File: src/ogt_pkg.sv
`default_nettype none
package ogt_pkg;

  // Default configuration of the datapath
  localparam int ANGLE_BITS_DEF   = 16;
  localparam int CORDIC_STEPS_DEF = 16;
  localparam int ATAN_LEN         = 24;

  // Datapath widths
  localparam int PERIOD_W = 24;
  localparam int TIME_W   = 32;
  localparam int ROT_W    = 34;  // rotation CORDIC, Q2.30 plus headroom
  localparam int VEC_W    = 36;  // vectoring CORDIC components
  localparam int ANG_W    = 34;  // vectoring angle accumulator, 2^32 per turn

  // Q30 constants and binary angles
  localparam logic signed [ROT_W-1:0] GAIN_INV_Q30 = 34'sd652032874;
  localparam logic signed [ROT_W-1:0] HALF_TURN    = 34'sd2147483648;
  localparam logic signed [ROT_W-1:0] QUARTER_TURN = 34'sd1073741824;

  // Reset values of the configuration registers
  localparam logic [PERIOD_W-1:0] ORBIT_PERIOD_RST = 24'd5400;
  localparam logic [PERIOD_W-1:0] EARTH_PERIOD_RST = 24'd86400;
  localparam logic signed [15:0]  INCL_RST         = 16'sd0;

  // Configuration register indexes
  typedef enum logic [1:0] {
    REG_ORBIT_PERIOD = 2'd0,
    REG_INCLINATION  = 2'd1,
    REG_EARTH_PERIOD = 2'd2,
    REG_NONE         = 2'd3
  } reg_index_t;

  // Arctangent of 2^-i in 2^32 units per turn
  function automatic logic signed [ROT_W-1:0] atan_of(input int i);
    logic signed [ROT_W-1:0] v;
    v = '0;
    case (i)
      0:  v = 34'sd536870912;
      1:  v = 34'sd316933406;
      2:  v = 34'sd167458907;
      3:  v = 34'sd85004756;
      4:  v = 34'sd42667331;
      5:  v = 34'sd21354465;
      6:  v = 34'sd10680862;
      7:  v = 34'sd5340245;
      8:  v = 34'sd2670163;
      9:  v = 34'sd1335087;
      10: v = 34'sd667544;
      11: v = 34'sd333772;
      12: v = 34'sd166886;
      13: v = 34'sd83443;
      14: v = 34'sd41721;
      15: v = 34'sd20860;
      16: v = 34'sd10430;
      17: v = 34'sd5215;
      18: v = 34'sd2607;
      19: v = 34'sd1303;
      20: v = 34'sd651;
      21: v = 34'sd325;
      22: v = 34'sd162;
      23: v = 34'sd81;
      default: v = '0;
    endcase
    return v;
  endfunction

endpackage
`default_nettype wire

File: src/ogt_phase.sv
`default_nettype none
module ogt_phase
  import ogt_pkg::*;
#(
  parameter int ANGLE_BITS = ANGLE_BITS_DEF
) (
  input  logic                clk,
  input  logic                rst,
  input  logic                en,
  input  logic                in_valid,
  input  logic [TIME_W-1:0]   time_s,
  input  logic [PERIOD_W-1:0] period,
  output logic                out_valid,
  output logic [31:0]         phase
);

  localparam int NS = TIME_W + ANGLE_BITS;

  logic [NS:0]         vld;
  logic [PERIOD_W:0]   rem [0:NS];
  logic [TIME_W-1:0]   tsh [0:NS];
  logic [ANGLE_BITS-1:0] quo [0:NS];

  assign vld[0] = in_valid;
  assign rem[0] = '0;
  assign tsh[0] = time_s;
  assign quo[0] = '0;

  // One quotient bit per stage: first the remainder of time, then the fraction
  for (genvar k = 0; k < NS; k++) begin : g_stage
    logic [PERIOD_W:0] shifted;
    logic [PERIOD_W:0] diff;
    logic              take;

    if (k < TIME_W) begin : g_mod
      assign shifted = {rem[k][PERIOD_W-1:0], tsh[k][TIME_W-1]};
    end else begin : g_frac
      assign shifted = {rem[k][PERIOD_W-1:0], 1'b0};
    end

    assign take = shifted >= {1'b0, period};
    assign diff = shifted - {1'b0, period};

    always_ff @(posedge clk) begin
      if (rst) begin
        vld[k+1] <= 1'b0;
      end else if (en) begin
        vld[k+1] <= vld[k];
      end
    end

    always_ff @(posedge clk) begin
      if (en) begin
        rem[k+1] <= take ? diff : shifted;
        tsh[k+1] <= {tsh[k][TIME_W-2:0], 1'b0};
        quo[k+1] <= {quo[k][ANGLE_BITS-2:0], take};
      end
    end
  end

  // Place the fraction in a 32 bit angle; a zero period gives phase zero
  assign out_valid = vld[NS];
  assign phase = (period == '0) ? '0 : {quo[NS], {(32 - ANGLE_BITS){1'b0}}};

endmodule
`default_nettype wire

File: config.mk
export PLATFORM = sky130hd
export DESIGN_NAME = ogt_phase
export DESIGN_NICKNAME = d
export VERILOG_FILES = /design/src/ogt_pkg.sv /design/src/ogt_phase.sv
export SDC_FILE = /design/constraint.sdc
export NUM_CORES = 2
export LEC_CHECK = 0
export BUFFER_PORTS_ARGS = -buffer_cell sky130_fd_sc_hd__buf_2
export CAP_MARGIN = 20
export CORE_MARGIN = 5
export CORE_UTILIZATION = 41
export DETAILED_ROUTE_END_ITERATION = 10
export GPL_ROUTABILITY_DRIVEN = 0
export PLACE_DENSITY = 0.63
export REMOVE_ABC_BUFFERS = 1
export SLEW_MARGIN = 20
export SYNTH_ARGS = -nofsm -noshare
export SYNTH_HDL_FRONTEND = slang
export SYNTH_SLANG_ARGS = --single-unit
File: constraint.sdc
create_clock -name clk -period 23.3 [get_ports clk]
set_input_delay 4.66 -clock clk [delete_from_list [all_inputs] [get_ports clk]]
set_output_delay 4.66 -clock clk [all_outputs]
set_load 0.02 [all_outputs]
==> impl_metrics.yaml <==
yosys:
  ys_ff_latch: 1808
  yosysWarnings: 0
  syn_avg_cell_area_um2: 10.82
  synth.largest_area_cell: "edfxtp_1"
  synth_flop_cell: "edfxtp_1"
  yosysMostFrequentCell: "edfxtp_1"
  synth.top_cells.by_count: "edfxtp_1 (1760), ha_1 (1129), a21oi_1 (1044)"
  synth_compound_area_share_pct: 16.54
  synth_cell_types: 107
  yosysTopAreaCellShare_pct: 44.67
  synth-edff-count: 1760
  synth_fa_ha_area_share_pct: 12.72
  ys_async_sr_fraction_pct: 0
  synth-seq-area-share_pct: 45.48
  synth_top_family_by_area: "compound AO/OA/AOI/OAI gates"
  yosys.area_share.xor_xnor_pct: 6.788
  synthSimpleGateAreaFrac_pct: 10.64
  synth_cells: 10934
  synth_area_leaders: "edfxtp_1 (45%), ha_1 (12%), a21oi_1 (4.4%)"
  synth_mux_area_share_pct: 5.660
  syn_area_um2: 118300
detailed_routing:
  routed.top_layer: "met4"
  routed_wl_um: 298900
  vias: 87029
  drc: 0
  drt-wirelength-per-cell_um: 19.88
  ant_nets: 0
  first_pass_iters: 6
  met2_length_um: 139300
  first_iter_violations: 6884
  met1_length_um: 128400
  met3_wirelength_um: 18080
  via_per_inst: 5.788
outcome:
  status: "finished, final reports clean"
worst_setup_path:
  timing.critical_path.mode_cell: "buf_2"
  cp_slowest_cell: "nand3_2"
  worstSetupEndpointType: "primary output"
  path_class: "input port to primary output"
  cp.required_ns: 18.64
  cp_max_fo: 17
  path_cells: "buf_2 -> nor4_1 -> nand3_1 -> nor4_2 -> nand3_2 -> and2_1 -> buf_2"
  critPathLaunchType: "input port"
  cp.arrival_ns: 7.52
  critical_path.top_delay_family: "simple AND/OR/NAND/NOR gates"
  slowest_delay_ns: 0.82
  path_buf_inv: 2
die:
  die_w_um: 547.2
  die-area_um2: 299400
  die_h_um: 547.2
  core_area_um2: 287700
  io_pins: 93
  rows: 197
  start_util_pct: 41.13
clock_tree:
  post_cts_buffers: 0
  hold_buffers: 0
  cts_sinks: 1808
  root_buffer: "clkbuf_16"
  cts_buffer_depth: 4
  clk_latency_ns: 0.89
  cts_resized: 0
  tritoncts: "built"
  clk_pin_slew_ns: 0.06
  h-tree-depth: 4
  cts_buffers: 209
sta:
  relSlewSlack_pct: 23.43
  finalSetupViolations: 0
  fin_crit_sh_pct: 52.26
  final_max_slew_viol_count: 0
  grt_setup_unrepaired: "false"
  setup_ws_ns: 11.12
  fmax_mhz: 82.13
  min_period_ns: 12.18
  worstMarginPinSlew_ns: 1.149
  finalSetupTns_ns: 0
  whs_ns: 0.3893
  fin_skew_ns: 0.05048
  hold_viol: 0
placement:
  hpwl_um: 208500
  dp_slack_ns: 11.01
  portBuffers: 76
  post_dp_cell_area_um2: 123300
cells_and_area:
  final_area_um2: 130300
  syn_to_final_growth_pct: 10.15
  nets: 12319
  fill_cells: 25741
  drive_gt1_share_pct: 10.09
grt:
  antenna_found_initial: 8
  grt_pass1_vias: 85591
  grt_start_max_net_pins: 177
  overflow: 0
  grtUsageTotal_pct: 19.02
  grt_pass1_wl_um: 463500
min_path:
  worstHoldPathType: "flip-flop to flip-flop"
job:
  cap_violations: 0
power_and_ir_drop:
  ir_worst_vdd_mv: 0.07018
  p_leak_nw: 51.59
  power_density_nw_per_um2: 154.6
state kept, by name, indices dropped and copies added, names as in the netlist:
register / cells
tsh: 465
g_stage.shifted: 1159
quo: 136
vld: 47
out_valid: 1
final timing paths:
path,startpoint,end,slack (ns),depth (start not counted)
setup / recovery,period[10],phase[31],11.12,7
hold / removal,tsh[1309],tsh[1278],0.39,0
setup reg to reg,g_stage[4].shifted[1],g_stage[5].shifted[6],18.82,13
hold reg to reg,tsh[1309],tsh[1278],0.39,0
power breakdown:
group	switching (mW)	internal [mW]
logic	5.82	4.79
registers	0.769	5.41
clock network	1.37	1.99
per-layer routing:
layer  global-route usage, %  vias up
li1                        -    41464
met1                   24.72    42017
met2                   32.00     2799
met3                   2.531      749
met4                   7.900        0
met5                       0        -
cell usage in the layout, fill, tap and decap left out, drive strengths merged, types with 32 or more instances in the layout:
cell,netlist,layout
o211ai,32,32
a21o,484,484
buf,97,173
nor2b,150,150
a21boi,42,42
a211o,38,38
o21bai,127,127
o21a,113,113
nand2b,140,140
nor3,158,158
fa,46,46
a21oi,1048,1048
nor4,45,45
nand4,147,147
edfxtp,1760,1760
a31oi,97,97
nand3,193,193
nand2,752,752
mux2,508,508
clkbuf,152,237
o31ai,67,67
a211oi,81,81
nor2,819,819
and3,69,69
xnor2,562,562
ha,1129,1129
or3,53,53
and2,51,51
mux2i,81,81
clkinv,0,86
dfxtp,48,48
xor2,355,355
inv,379,387
o21ai,745,745
cell families (layout without fill, tap and decap cells):
kind of cell             count (synthesis)  count (layout)
AO/OA/AOI/OAI                         3135            3135
AND/OR/NAND/NOR                       2681            2681
flip-flops                            1808            1808
adder cells (fa/ha/maj)               1175            1175
XOR/XNOR                               917             917
buffers and inverters                  628             934
multiplexers                           589             589
other                                    1              17
area by class of cell:
class	instances	area, µm²	share of cell area [%]
diodes	1	2.502	0.001920
clock buffers	237	5356	4.110
clock inverters	145	1612	1.237
inverters	379	1483	1.138
multi-input cells	8513	62170	47.70
flip-flops and latches	1808	53810	41.29
well taps	3781	4731	3.630
repair buffers	173	1166	0.8947
through the flow:
stage	utilization [%]	power, mW	cells
finish	45.31	20.15	15037
global route	45.31	21.57	15036
CTS	45.30	20.12	15035
detailed placement	42.88	16.58	14653
global placement	42.87	16.28	14652
floorplan	-	14.10	10700
worst register-to-register path, delay by kind of cell (launching register included):
family                     cells  cell delay [ns]
buffers and inverters          1             0.29
and+or+nand+nor                3             0.54
muxes                          1             0.38
AOI/OAI and AO/OA              7             2.14
adders and majority gates      1             0.38
DFF                            1             0.49
(Power assumes the default switching activity.)
