**src/ogt_pkg.sv**
```systemverilog
`default_nettype none
package ogt_pkg;

  // Default configuration of the datapath
  localparam int ANGLE_BITS_DEF   = 16;
  localparam int CORDIC_STEPS_DEF = 16;
  localparam int ATAN_LEN         = 24;

  // Datapath widths
  localparam int PERIOD_W = 24;
  localparam int TIME_W   = 32;
  localparam int ROT_W    = 34;  // rotation CORDIC, Q2.30 plus headroom
  localparam int VEC_W    = 36;  // vectoring CORDIC components
  localparam int ANG_W    = 34;  // vectoring angle accumulator, 2^32 per turn

  // Q30 constants and binary angles
  localparam logic signed [ROT_W-1:0] GAIN_INV_Q30 = 34'sd652032874;
  localparam logic signed [ROT_W-1:0] HALF_TURN    = 34'sd2147483648;
  localparam logic signed [ROT_W-1:0] QUARTER_TURN = 34'sd1073741824;

  // Reset values of the configuration registers
  localparam logic [PERIOD_W-1:0] ORBIT_PERIOD_RST = 24'd5400;
  localparam logic [PERIOD_W-1:0] EARTH_PERIOD_RST = 24'd86400;
  localparam logic signed [15:0]  INCL_RST         = 16'sd0;

  // Configuration register indexes
  typedef enum logic [1:0] {
    REG_ORBIT_PERIOD = 2'd0,
    REG_INCLINATION  = 2'd1,
    REG_EARTH_PERIOD = 2'd2,
    REG_NONE         = 2'd3
  } reg_index_t;

  // Arctangent of 2^-i in 2^32 units per turn
  function automatic logic signed [ROT_W-1:0] atan_of(input int i);
    logic signed [ROT_W-1:0] v;
    v = '0;
    case (i)
      0:  v = 34'sd536870912;
      1:  v = 34'sd316933406;
      2:  v = 34'sd167458907;
      3:  v = 34'sd85004756;
      4:  v = 34'sd42667331;
      5:  v = 34'sd21354465;
      6:  v = 34'sd10680862;
      7:  v = 34'sd5340245;
      8:  v = 34'sd2670163;
      9:  v = 34'sd1335087;
      10: v = 34'sd667544;
      11: v = 34'sd333772;
      12: v = 34'sd166886;
      13: v = 34'sd83443;
      14: v = 34'sd41721;
      15: v = 34'sd20860;
      16: v = 34'sd10430;
      17: v = 34'sd5215;
      18: v = 34'sd2607;
      19: v = 34'sd1303;
      20: v = 34'sd651;
      21: v = 34'sd325;
      22: v = 34'sd162;
      23: v = 34'sd81;
      default: v = '0;
    endcase
    return v;
  endfunction

endpackage
`default_nettype wire

```
**src/ogt_sincos.sv**
```systemverilog
`default_nettype none
module ogt_sincos
  import ogt_pkg::*;
#(
  parameter int CORDIC_STEPS = CORDIC_STEPS_DEF
) (
  input  logic               clk,
  input  logic               rst,
  input  logic               en,
  input  logic               in_valid,
  input  logic [31:0]        angle,
  output logic               out_valid,
  output logic signed [15:0] cos_q,
  output logic signed [15:0] sin_q
);

  localparam int NS = CORDIC_STEPS + 2;

  logic [NS-1:0]           vld;
  logic signed [ROT_W-1:0] xs [0:CORDIC_STEPS];
  logic signed [ROT_W-1:0] ys [0:CORDIC_STEPS];
  logic signed [ROT_W-1:0] zs [0:CORDIC_STEPS];
  logic [CORDIC_STEPS:0]   ng;

  // Valid bits follow the data
  always_ff @(posedge clk) begin
    if (rst) begin
      vld <= '0;
    end else if (en) begin
      vld <= {vld[NS-2:0], in_valid};
    end
  end

  // Fold the angle into a quarter turn around zero
  logic signed [ROT_W-1:0] z_in;
  logic signed [ROT_W-1:0] z_fold;
  logic                    neg_fold;

  always_comb begin
    z_in     = ROT_W'(signed'(angle));
    z_fold   = z_in;
    neg_fold = 1'b0;
    if (z_in > QUARTER_TURN) begin
      z_fold   = z_in - HALF_TURN;
      neg_fold = 1'b1;
    end else if (z_in < -QUARTER_TURN) begin
      z_fold   = z_in + HALF_TURN;
      neg_fold = 1'b1;
    end
  end

  always_ff @(posedge clk) begin
    if (en) begin
      xs[0] <= GAIN_INV_Q30;
      ys[0] <= '0;
      zs[0] <= z_fold;
      ng[0] <= neg_fold;
    end
  end

  // Micro-rotations, one per stage
  for (genvar i = 0; i < CORDIC_STEPS; i++) begin : g_step
    always_ff @(posedge clk) begin
      if (en) begin
        if (zs[i] >= 0) begin
          xs[i+1] <= xs[i] - (ys[i] >>> i);
          ys[i+1] <= ys[i] + (xs[i] >>> i);
          zs[i+1] <= zs[i] - atan_of(i);
        end else begin
          xs[i+1] <= xs[i] + (ys[i] >>> i);
          ys[i+1] <= ys[i] - (xs[i] >>> i);
          zs[i+1] <= zs[i] + atan_of(i);
        end
        ng[i+1] <= ng[i];
      end
    end
  end

  // Undo the fold, round to Q1.15 and saturate
  function automatic logic signed [15:0] to_q15(input logic signed [ROT_W-1:0] v);
    logic signed [ROT_W-1:0] r;
    r = (v + ROT_W'(16384)) >>> 15;
    if (r > 32767) begin
      return 16'sh7fff;
    end else if (r < -32768) begin
      return 16'sh8000;
    end
    return r[15:0];
  endfunction

  logic signed [ROT_W-1:0] x_fin;
  logic signed [ROT_W-1:0] y_fin;

  assign x_fin = ng[CORDIC_STEPS] ? -xs[CORDIC_STEPS] : xs[CORDIC_STEPS];
  assign y_fin = ng[CORDIC_STEPS] ? -ys[CORDIC_STEPS] : ys[CORDIC_STEPS];

  always_ff @(posedge clk) begin
    if (en) begin
      cos_q <= to_q15(x_fin);
      sin_q <= to_q15(y_fin);
    end
  end

  assign out_valid = vld[NS-1];

endmodule
`default_nettype wire

```
**config.mk**
```make
export PLATFORM = sky130hd
export DESIGN_NAME = ogt_sincos
export DESIGN_NICKNAME = d
export VERILOG_FILES = /design/src/ogt_pkg.sv /design/src/ogt_sincos.sv
export SDC_FILE = /design/constraint.sdc
export NUM_CORES = 2
export LEC_CHECK = 0
export BUFFER_PORTS_ARGS = -buffer_cell sky130_fd_sc_hd__clkbuf_2
export CORE_ASPECT_RATIO = 1.5
export CORE_UTILIZATION = 40
export DETAILED_ROUTE_END_ITERATION = 16
export HOLD_SLACK_MARGIN = 0.02
export PLACE_DENSITY = 0.55
export SETUP_SLACK_MARGIN = 0.2
export SLEW_MARGIN = 20
export SYNTH_ARGS = -nofsm -noshare
export SYNTH_HDL_FRONTEND = slang
export SYNTH_SLANG_ARGS = --single-unit
```
**constraint.sdc**
```tcl
create_clock -name clk -period 5.7 [get_ports clk]
set_input_delay 0.855 -clock clk [delete_from_list [all_inputs] [get_ports clk]]
set_output_delay 0.855 -clock clk [all_outputs]
set_load 0.1 [all_outputs]
```
==> metrics.md <==
| Metric | Value |
|---|---|
| Remaining antenna violation count | `0` |
| GRT Resource Usage Total | `0.217` |
| Worst EP required | `6310 ps` |
| Layout cells sized above 1 | `0.0764` |
| Routed WL | `~360000 µm` |
| CP Class | `reg2reg` |
| Crit start category | `register` |
| GR Util met3 | `0.0205` |
| Post-synthesis cell type count | `roughly 110` |
| Starting density of the core | `0.403` |
| Grt ovf | `0` |
| CTS Hold Buffers Added | `0` |
| Port Buffer Count | `68` |
| Vias in the first global route | `around 100k` |
| Area grow syn2layout | `11.5%` |
| Row count | `253` |
| Worst Tran Pin Value | `1140 ps` |
| Met1 GRT Util | `0.184` |
| Die Area | `around 320000 µm²` |
| Routed WL per cell | `19.9 µm` |
| Synth Register Bits | `1572` |
| GPL Wtd Cong | `0.949` |
| Maximum fanout along the worst path | `4` |
| GRT met2 Usage | `0.452` |
| Hold crit path type | `in2reg` |
| Via count | `between 90k and 100k` |
| Die W | `between 400 and 500 µm` |
| Post-synthesis cell count | `13.2k` |
| Clk sinks | `1572` |
| Fmax | `0.189 GHz` |
| Number of synthesized flops with an enable pin | `between 1.5k and 2k` |
| Syn Nets | `roughly 15k` |
| Final HPWL DP | `293000 µm` |
| Ys async rst share | `0` |
| TritonRoute pass-1 iters | `7` |
| TritonCTS clock tree | `built` |
| Ys Warns | `0` |
| Fin. Hold Viols | `0` |
| Period utilisation layout | `0.927` |
| Initial drt markers | `4402` |
| # setup viols final | `0` |
| Clock tree buffer depth | `4` |
| Post-synthesis sequential area ratio | `0.368` |
| Die H | `694 µm` |
| DR DRC count | `0` |
| Status | `completed` |
| First-pass GRT wire length | `548000 µm` |
| Clock root buffer | `clkbuf_16` |
| Vias per Instance | `5.44` |
| Clock slew at reported path FFs | `about 60 ps` |
| Fin nets | `15.2k` |
| Htree depth | `4` |
| Minimum clock period | `5290 ps` |
| Most Crowded Layer GR | `met2` |
| Data arrival, critical path | `5900 ps` |
| Initial antenna violation count | `5` |
| Pin count of the biggest net entering global routing | `171` |
| Clock latency on the worst-skew pair | `910 ps` |
| Fin Clk Skew | `106 ps` |
| Post-Syn Area | `128000 µm²` |
| Core area | `roughly 320000 µm²` |
| RSZ-0062 raised after global routing | `true` |
| Final Max Tran Viols | `0` |
| Ys flop type | `edfxtp_1` |
| Endpoint class of the critical path | `register` |
| Post-Route Setup TNS | `0 ps` |
| Num ports | `69` |
| Slew HR | `0.241` |
| Max Cap Viol | `0` |
| Num CTS Buffers | `184` |
| Mean area per synthesized cell | `about 9.7 µm²` |
==> state kept, by name, summed over array words and instances (netlist names) <==
signal / flops
sin_q: 16
xs: 484
ng: 17
cos_q: 16
vld: 18
zs: 510
ys: 511
==> Yosys cell counts (33+ instances only) <==
cell | instances | area, µm²
o31ai_1 | 133 | 998
or4_1 | 35 | 263
and2_1 | 76 | 475
xor2_1 | 611 | 5350
o21bai_1 | 156 | 1170
or3_1 | 103 | 644
a21oi_1 | 1265 | 6330
mux2_2 | 48 | 541
a211o_1 | 36 | 315
o21ai_0 | 722 | 3610
o41ai_1 | 51 | 447
nand2_1 | 788 | 2960
nand2b_1 | 242 | 1510
edfxtp_1 | 1554 | 46700
nand3_1 | 254 | 1270
nor2b_1 | 194 | 1210
o31a_1 | 43 | 377
mux2i_1 | 49 | 490
buf_1 | 33 | 124
inv_1 | 568 | 2130
nor3_1 | 320 | 1600
xnor2_1 | 1276 | 11200
a21o_1 | 546 | 4100
ha_1 | 1398 | 17500
and3_1 | 139 | 870
o211ai_1 | 48 | 360
fa_1 | 44 | 881
a31oi_1 | 139 | 870
nor4_1 | 91 | 569
clkbuf_1 | 173 | 649
nand4_1 | 77 | 482
a211oi_1 | 109 | 818
nor2_1 | 1039 | 3900
o21a_1 | 203 | 1520
or2_2 | 63 | 394
==> placed cells by master, fill, tap and decap left out, types with 67 or more instances in the layout <==
master	Yosys	layout
a211oi_1	109	109
inv_1	568	563
nor2_1	1039	1036
xor2_1	611	611
ha_1	1398	1397
and2_1	76	76
a31oi_1	139	139
a21oi_1	1265	1264
a21o_1	546	546
xnor2_1	1276	1274
edfxtp_1	1554	1554
o21bai_1	156	156
clkbuf_2	0	67
o31ai_1	133	132
clkbuf_16	0	188
buf_4	0	442
nor2b_1	194	192
o21ai_0	722	719
nor4_1	91	88
nand2_1	788	775
and3_1	139	139
nand2b_1	242	242
or3_1	103	103
o21a_1	203	203
nor3_1	320	316
nand3_1	254	254
nand4_1	77	77
==> per-layer routing <==
| layer | wire, µm | share of wire | vias to the layer above |
|---|---|---|---|
| met3 | 8070 | 0.023 | 919 |
| met4 | 31800 | 0.089 | 0 |
| li1 | - | - | 49900 |
| met5 | 0 | 0 | - |
| met1 | 116000 | 0.32 | 45800 |
| met2 | 202000 | 0.56 | 1463 |
==> final timing paths <==
check            start         to  slack, ps  cells after the start
max          xs[5][12]  ys[6][33]        410                     22
min           angle[3]   zs[0][3]        140                      1
max reg2reg  xs[5][12]  ys[6][33]        410                     22
min reg2reg      ng[1]      ng[2]        380                      0
==> cell families after synthesis <==
group	synth area share
xor gates and xnor gates	0.130
and+or+nand+nor	0.135
buffers and inverters	0.0233
muxes	0.00807
adders and majority gates	0.144
AOI/OAI and AO/OA	0.192
DFF	0.368
==> cell type report <==
class                   instances  area, µm²
fillers                     30600     175000
clock inverters               108       1130
well taps                    4207       5260
diodes                          4       10.0
repair buffers                534       4150
clock buffers                 213       4800
inverters                     574       2150
multi-input cells           10800      77900
flip-flops and latches       1572      47000
==> timing repair <==
item                                    CTS  global route
gates resized for setup                   2            30
endpoints found under the hold margin     0             0
cloned                                    0             0
setup buffers                             0             5
pin swaps                                 0             1
endpoints found under the setup margin    2            23
==> through the flow <==
step	utilization	cell area (µm²)	hold WS, ps	worst slack, ps	cells
2_1_floorplan	-	128000	400	201	13200
3_3_place_gp	0.430	136000	400	56.5	17700
3_5_place_dp	0.430	136000	405	39.8	17700
4_1_cts	0.448	142000	67.9	266	18000
5_1_grt	0.449	142000	93.2	112	18000
6_report	0.449	142000	140	414	18000
==> worst max-delay path, cell delays in order (launching register included) <==
cell and delay, ps:
edfxtp_1 470, nor3_1 370, nand2_1 120, nor3_1 230, nand3b_1 230, nor2_2 260
nand2_1 120, nand2_1 100, xor2_1 280, ha_1 350, and3_1 210, a221oi_1 240
o21ai_0 120, a21oi_1 230, nand2b_1 80, o221a_2 260, o41ai_1 400, buf_4 220
o21ai_0 120, nor3_1 220, o21bai_1 110, a21oi_1 190, xnor2_1 80
Power is left out: the tool's default activity adds up to more than one toggle a clock period on the data nets, which glitch-free logic cannot reach.
